<file path="src/hw/rtl/bna_pkg.sv">
// Shared constants, codes and types of the bitmap number allocator.
package bna_pkg;

    localparam int NUM_SERVERS = 16;
    localparam int MAX_SPAN    = 1024;
    localparam int WORD_BITS   = 32;

    localparam int MAP_WORDS = (MAX_SPAN + WORD_BITS - 1) / WORD_BITS;
    localparam int SRV_W     = $clog2(NUM_SERVERS);
    localparam int WIDX_W    = $clog2(MAP_WORDS);
    localparam int BIT_W     = $clog2(WORD_BITS);
    localparam int OFF_W     = WIDX_W + BIT_W;
    localparam int ADDR_W    = SRV_W + WIDX_W;
    localparam int MAP_DEPTH = NUM_SERVERS * MAP_WORDS;

    localparam logic [2:0] OP_INIT    = 3'd0;
    localparam logic [2:0] OP_TERM    = 3'd1;
    localparam logic [2:0] OP_REQUEST = 3'd2;
    localparam logic [2:0] OP_RELEASE = 3'd3;
    localparam logic [2:0] OP_RESERVE = 3'd4;
    localparam logic [2:0] OP_RESET   = 3'd5;

    localparam logic [1:0] ST_OK          = 2'd0;
    localparam logic [1:0] ST_BAD_SERVER  = 2'd1;
    localparam logic [1:0] ST_RANGE       = 2'd2;
    localparam logic [1:0] ST_UNAVAILABLE = 2'd3;

    typedef struct packed {
        logic             found;
        logic [BIT_W-1:0] pos;
    } scan_res_t;

endpackage

</file>
<file path="src/hw/rtl/bna_word_scan.sv">
// Finds the lowest free bit of one bitmap word inside the search window.
module bna_word_scan (
    input  logic [bna_pkg::WORD_BITS-1:0] data,
    input  logic [bna_pkg::BIT_W-1:0]     cur_bit,
    input  logic [bna_pkg::BIT_W-1:0]     last_bit,
    input  logic                          first_step,
    input  logic                          last_step,
    input  logic                          at_end,
    output bna_pkg::scan_res_t            res
);
    import bna_pkg::*;

    logic [WORD_BITS-1:0] free;

    always_comb
    begin
        for (int b = 0; b < WORD_BITS; b++)
        begin
            free[b] = ~data[b];
            if (at_end && (BIT_W'(b) > last_bit))
            begin
                free[b] = 1'b0;
            end
            // first visit starts at the cursor, the wrap-round visit stops short of it
            if (first_step && (BIT_W'(b) < cur_bit))
            begin
                free[b] = 1'b0;
            end
            if (last_step && (BIT_W'(b) >= cur_bit))
            begin
                free[b] = 1'b0;
            end
        end
    end

    always_comb
    begin
        res.found = 1'b0;
        res.pos   = '0;
        for (int b = WORD_BITS - 1; b >= 0; b--)
        begin
            if (free[b])
            begin
                res.found = 1'b1;
                res.pos   = BIT_W'(b);
            end
        end
    end
endmodule

</file>
<file path="config.mk">
export PLATFORM = sky130hd
export DESIGN_NAME = bna_word_scan
export DESIGN_NICKNAME = d
export VERILOG_FILES = /design/src/hw/rtl/bna_pkg.sv /design/src/hw/rtl/bna_word_scan.sv
export SDC_FILE = /design/constraint.sdc
export NUM_CORES = 1
export LEC_CHECK = 0
export BUFFER_PORTS_ARGS = -buffer_cell sky130_fd_sc_hd__buf_2
export CAP_MARGIN = 20
export CORE_MARGIN = 8
export CORE_UTILIZATION = 50
export DETAILED_ROUTE_END_ITERATION = 16
export GPL_TIMING_DRIVEN = 0
export PLACE_DENSITY = 0.82
export SLEW_MARGIN = 20
export SYNTH_ARGS = -nofsm -noshare
export SYNTH_HDL_FRONTEND = slang
export SYNTH_SLANG_ARGS = --single-unit
</file>
<file path="constraint.sdc">
create_clock -name vclk -period 1.73
set_input_delay 0.173 -clock vclk [all_inputs]
set_output_delay 0.173 -clock vclk [all_outputs]
set_load 0.01 [all_outputs]
</file>
== Yosys cells after proc, flatten, opt, wreduce, memory -nomap -nowiden ==
Cells that the tools add are included.
Operators by class
  reduce and logical (&&, ||, !) cells: 96
  multiplexer cells: 128
  bitwise logic cells: 32
  magnitude comparators: 96
Operators with widths (count)
  6-bit 2-to-1 mux: 32
  1-bit logical AND: 96
  1-bit 2-to-1 mux: 96
  5-bit greater-or-equal comparator (first input constant): 16
  5-bit greater-than comparator (first input constant): 16
  5-bit less-than comparator (first input constant): 16
  4-bit by 5-bit greater-or-equal comparator with 1-bit output (first input constant): 8
  4-bit by 5-bit greater-than comparator with 1-bit output (first input constant): 8
  4-bit by 5-bit less-than comparator with 1-bit output (first input constant): 8
  1-bit inverter: 32
  3-bit by 5-bit greater-or-equal comparator with 1-bit output (first input constant): 4
  3-bit by 5-bit greater-than comparator with 1-bit output (first input constant): 4
  3-bit by 5-bit less-than comparator with 1-bit output (first input constant): 4
  1-bit by 5-bit greater-or-equal comparator with 1-bit output (first input constant): 2
  2-bit by 5-bit greater-or-equal comparator with 1-bit output (first input constant): 2
  1-bit by 5-bit greater-than comparator with 1-bit output (first input constant): 2
  2-bit by 5-bit greater-than comparator with 1-bit output (first input constant): 2
  1-bit by 5-bit less-than comparator with 1-bit output (first input constant): 2
  2-bit by 5-bit less-than comparator with 1-bit output (first input constant): 2
Storage, ports and cells
  output and inout port bits: 6
  input port bits: 45
  register bits: 0
  word-level logic and storage cells: 352

== Longest topological paths before layout ==
  depth in word-level cells: 37
  mapped depth: 10

== Least setup slack after synthesis ==
Ideal clock, no wire load.
  path type: in2out
  start: in cur_bit[1] (netlist bit)
  end: out res[0] (netlist bit)
  data required time: 1.557 ns
  path buffers: 2
  setup slack: -0.308 ns
  stages: 9
  data arrival time: 1.865 ns
  cells stage by stage: buf_6 buf_6 a31oi_1 mux2i_1 nand3_1 a21boi_0 o21ai_0 a221o_1 o32ai_1
RTL lines
  from (decl): line bna_word_scan.sv:4  | input logic [bna_pkg::BIT_W-1:0] cur_bit,
  to (decl): line bna_word_scan.sv:9  | output bna_pkg::scan_res_t res

==> results.py <==
metrics = {
    "routing": {
        "num_vias": 2557,
        "wl_per_cell_um": 20.6,
        "avgViaCountPerCell": 6.95,
        "first_pass_iters": 6,
        "drc": 0,
        "wirelength_um": 7590,
        "first_iter_violations": 410,
        "antenna_left": 0,
    },
    "critical_path": {
        "required_ns": 1.56,
        "crit_family": "compound AO/OA/AOI/OAI gates",
        "slowest_delay_ns": 0.30,
        "worst-path-stages": 12,
        "start_kind": "input port",
        "endpoint_kind": "primary output",
        "cp_slowest_cell": "a211o_1",
        "critical_path_class": "in -> out",
        "arrival_ns": 2.20,
        "crit_chain": "buf_6, buf_8, buf_8, buf_4, a211oi_2, mux2i_1, a21oi_2, nand2_1, a211o_1, a311oi_2, o32ai_2, buf_2",
        "cp_max_fo": 6,
        "path_common_cell": "buf_8",
        "cp.buffers_inverters": 5,
    },
    "timing": {
        "post-route-period-util_pct": 137,
        "max-slew-margin-rel_pct": 68.7,
        "period_needed_ns": 2.37,
        "slew_violations": 0,
        "finalSetupViolCount": 6,
        "timing.fmax_mhz": 422,
        "setup_ws_ns": -0.638,
        "worst_pin_slew_ns": 0.469,
        "rsz0062_at_grt": "yes",
        "finalHoldViolations": 0,
    },
    "place": {
        "dp_hpwl_um": 5040,
        "postPlaceCellArea_mm2": 0.00201,
        "gp_congestion": 0.980,
        "portBuffers": 46,
    },
    "layout": {
        "seq_cell_count": 0,
        "fin_util_pct": 82.5,
        "area_growth_pct": 57.1,
        "final_nets": 371,
        "diodes": 0,
        "layout-drive-gt1-share_pct": 50.3,
        "stdcell_area_mm2": 0.00254,
        "regArea_um2": 0,
        "n_fill_cell": 205,
        "n_clock_buffer": 0,
    },
    "floorplan": {
        "die_h_um": 72.9,
        "die_x_um": 72.9,
        "die-area_mm2": 0.00531,
        "ios": 51,
        "initial_utilization_pct": 52.5,
        "core-area_mm2": 0.00308,
        "rows": 20,
    },
    "grt": {
        "grt_pass1_wl_um": 10900,
        "grt_usage_pct": 25.0,
        "grt_overflow_total": 0,
        "grt_pass1_vias": 2241,
        "antenna_found_initial": 0,
        "grt_max_degree": 11,
    },
    "synth": {
        "netlist.area_leader.share_pct": 7.43,
        "syn_inst": 255,
        "synth.distinct_cells": 59,
        "syn_area_per_cell_um2": 6.34,
        "synth_area_mm2": 0.00162,
        "seq_area_frac_synth_pct": 0,
        "syn_nets": 300,
        "ys_top_cells_by_area": "mux2i_1, nand2_1, a21oi_1",
        "ys.warnings.count": 0,
        "synth_top_area_cell": "mux2i_1",
    },
    "worst_hold_path": {
        "hp-class": "in -> out",
        "worstHoldStart": "data[1]",
        "worstHoldPathCells": 5,
        "hold_end": "res[0]",
    },
    "power_and_ir_drop": {
        "p_clk_share_pct": 0,
        "peakVddDrop_uv": 174,
        "intPower_mw": 0.343,
        "p_leak_nw": 1.06,
        "p_comb_share_pct": 100.0,
        "power_switching_mw": 0.458,
        "seq_power_share_pct": 0,
        "switching_share_pct": 57.2,
        "power_density_mw_per_mm2": 315,
    },
    "clocking": {
        "postCtsHoldBufs": 0,
    },
    "job": {
        "drv_cap": 0,
    },
    "status": {
        "violations": "setup timing",
        "outcome": "complete, but fails checks",
    },
}
what timing repair did:
item	in CTS	in global routing
pin swaps	13	20
endpoints found under the hold margin	0	0
buffers inserted	15	9
gates resized for setup	22	53
endpoints found under the setup margin	6	6
cells by family after synthesis:
logic type / count (synthesis) / share of synthesized area, %
AOI/OAI and AO/OA: 101 / 43.6
buffers and inverters: 33 / 11.9
muxes: 14 / 9.06
and+or+nand+nor: 107 / 35.4
through the flow:
step,power [mW],setup WS (ns),hold WS [ns],setup TNS [ns],cells
6_report,0.801,-0.638,0.930,-3.33,368
5_1_grt,0.841,-0.715,0.952,-3.80,368
4_1_cts,0.653,-0.521,0.917,-2.94,360
3_5_place_dp,0.585,-0.752,0.905,-3.71,345
3_3_place_gp,0.578,-0.735,0.899,-3.64,345
2_1_floorplan,0.422,-0.174,0.660,-0.756,255
area by class of cell:
cell class | count | area [µm²] | area share, %
buffer | 25 | 190 | 7.49
inverter | 8 | 30.0 | 1.18
multi-input combinational | 222 | 1830 | 72.0
tap | 44 | 55.1 | 2.17
timing repair buffer | 69 | 437 | 17.2
power by group through the flow:
stage               sequential (mW)  clock, mW  combinational [mW]
floorplan                         0          0               0.422
global route                      0          0               0.841
detailed placement                0          0               0.585
global placement                  0          0               0.578
finish                            0          0               0.801
CTS                               0          0               0.653
metal layers:
| metal | up-vias | track usage [%] | wire, µm |
|---|---|---|---|
| li1 | 1118 | - | - |
| met1 | 1166 | 33.3 | 2930 |
| met2 | 236 | 41.1 | 3460 |
| met3 | 37 | 3.57 | 913 |
| met4 | 0 | 4.89 | 281 |
| met5 | - | 0 | 0 |
worst min-delay path, stage by stage:
cell     delay (ns)
buf_2          0.08
a31oi_1        0.06
a22oi_1        0.19
o32ai_2        0.12
buf_2          0.14
synth_stat cells (all sizes together), types with 4 or more instances:
| cell type | instances |
|---|---|
| a211oi | 6 |
| a21oi | 21 |
| a311oi | 4 |
| a31oi | 6 |
| and2 | 4 |
| and3 | 4 |
| buf | 21 |
| clkbuf | 4 |
| inv | 8 |
| mux2i | 12 |
| nand2 | 31 |
| nand3 | 20 |
| nand3b | 4 |
| nand4 | 6 |
| nor2 | 14 |
| nor2b | 5 |
| nor3 | 7 |
| o211ai | 4 |
| o21ai | 22 |
| o31ai | 4 |
layout by cell type, fill, tap and decap left out, types with 3 or more instances in the layout:
cell type	Yosys	layout
buf_2	13	52
nand2_1	28	26
buf_4	2	24
nand3_1	20	14
nor2_1	13	13
a21oi_1	20	13
o21ai_0	20	12
mux2i_1	12	10
buf_6	6	9
inv_1	8	8
o21ai_1	1	6
nand4_1	6	6
a21oi_2	1	6
nand2_2	3	5
a31oi_1	6	5
buf_8	0	4
o211ai_1	4	4
o21ai_2	1	4
a211oi_2	0	4
nand3b_1	4	4
and3_1	4	4
nor3_1	6	4
nand3_2	0	4
a311oi_2	0	4
nor2b_4	0	3
nand2b_1	3	3
nor3_2	1	3
o31ai_1	4	3
a221o_1	3	3
how the worst max path moves through the flow:
stage / to / start / slack (ns)
finish: res[0] / cur_bit[1] / -0.64
global route: res[0] / cur_bit[1] / -0.72
CTS: res[4] / cur_bit[1] / -0.52
detailed placement: res[0] / last_bit[1] / -0.75
global placement: res[0] / last_bit[1] / -0.73
floorplan: res[0] / cur_bit[1] / -0.17
Power figures use the tool's default switching activity.
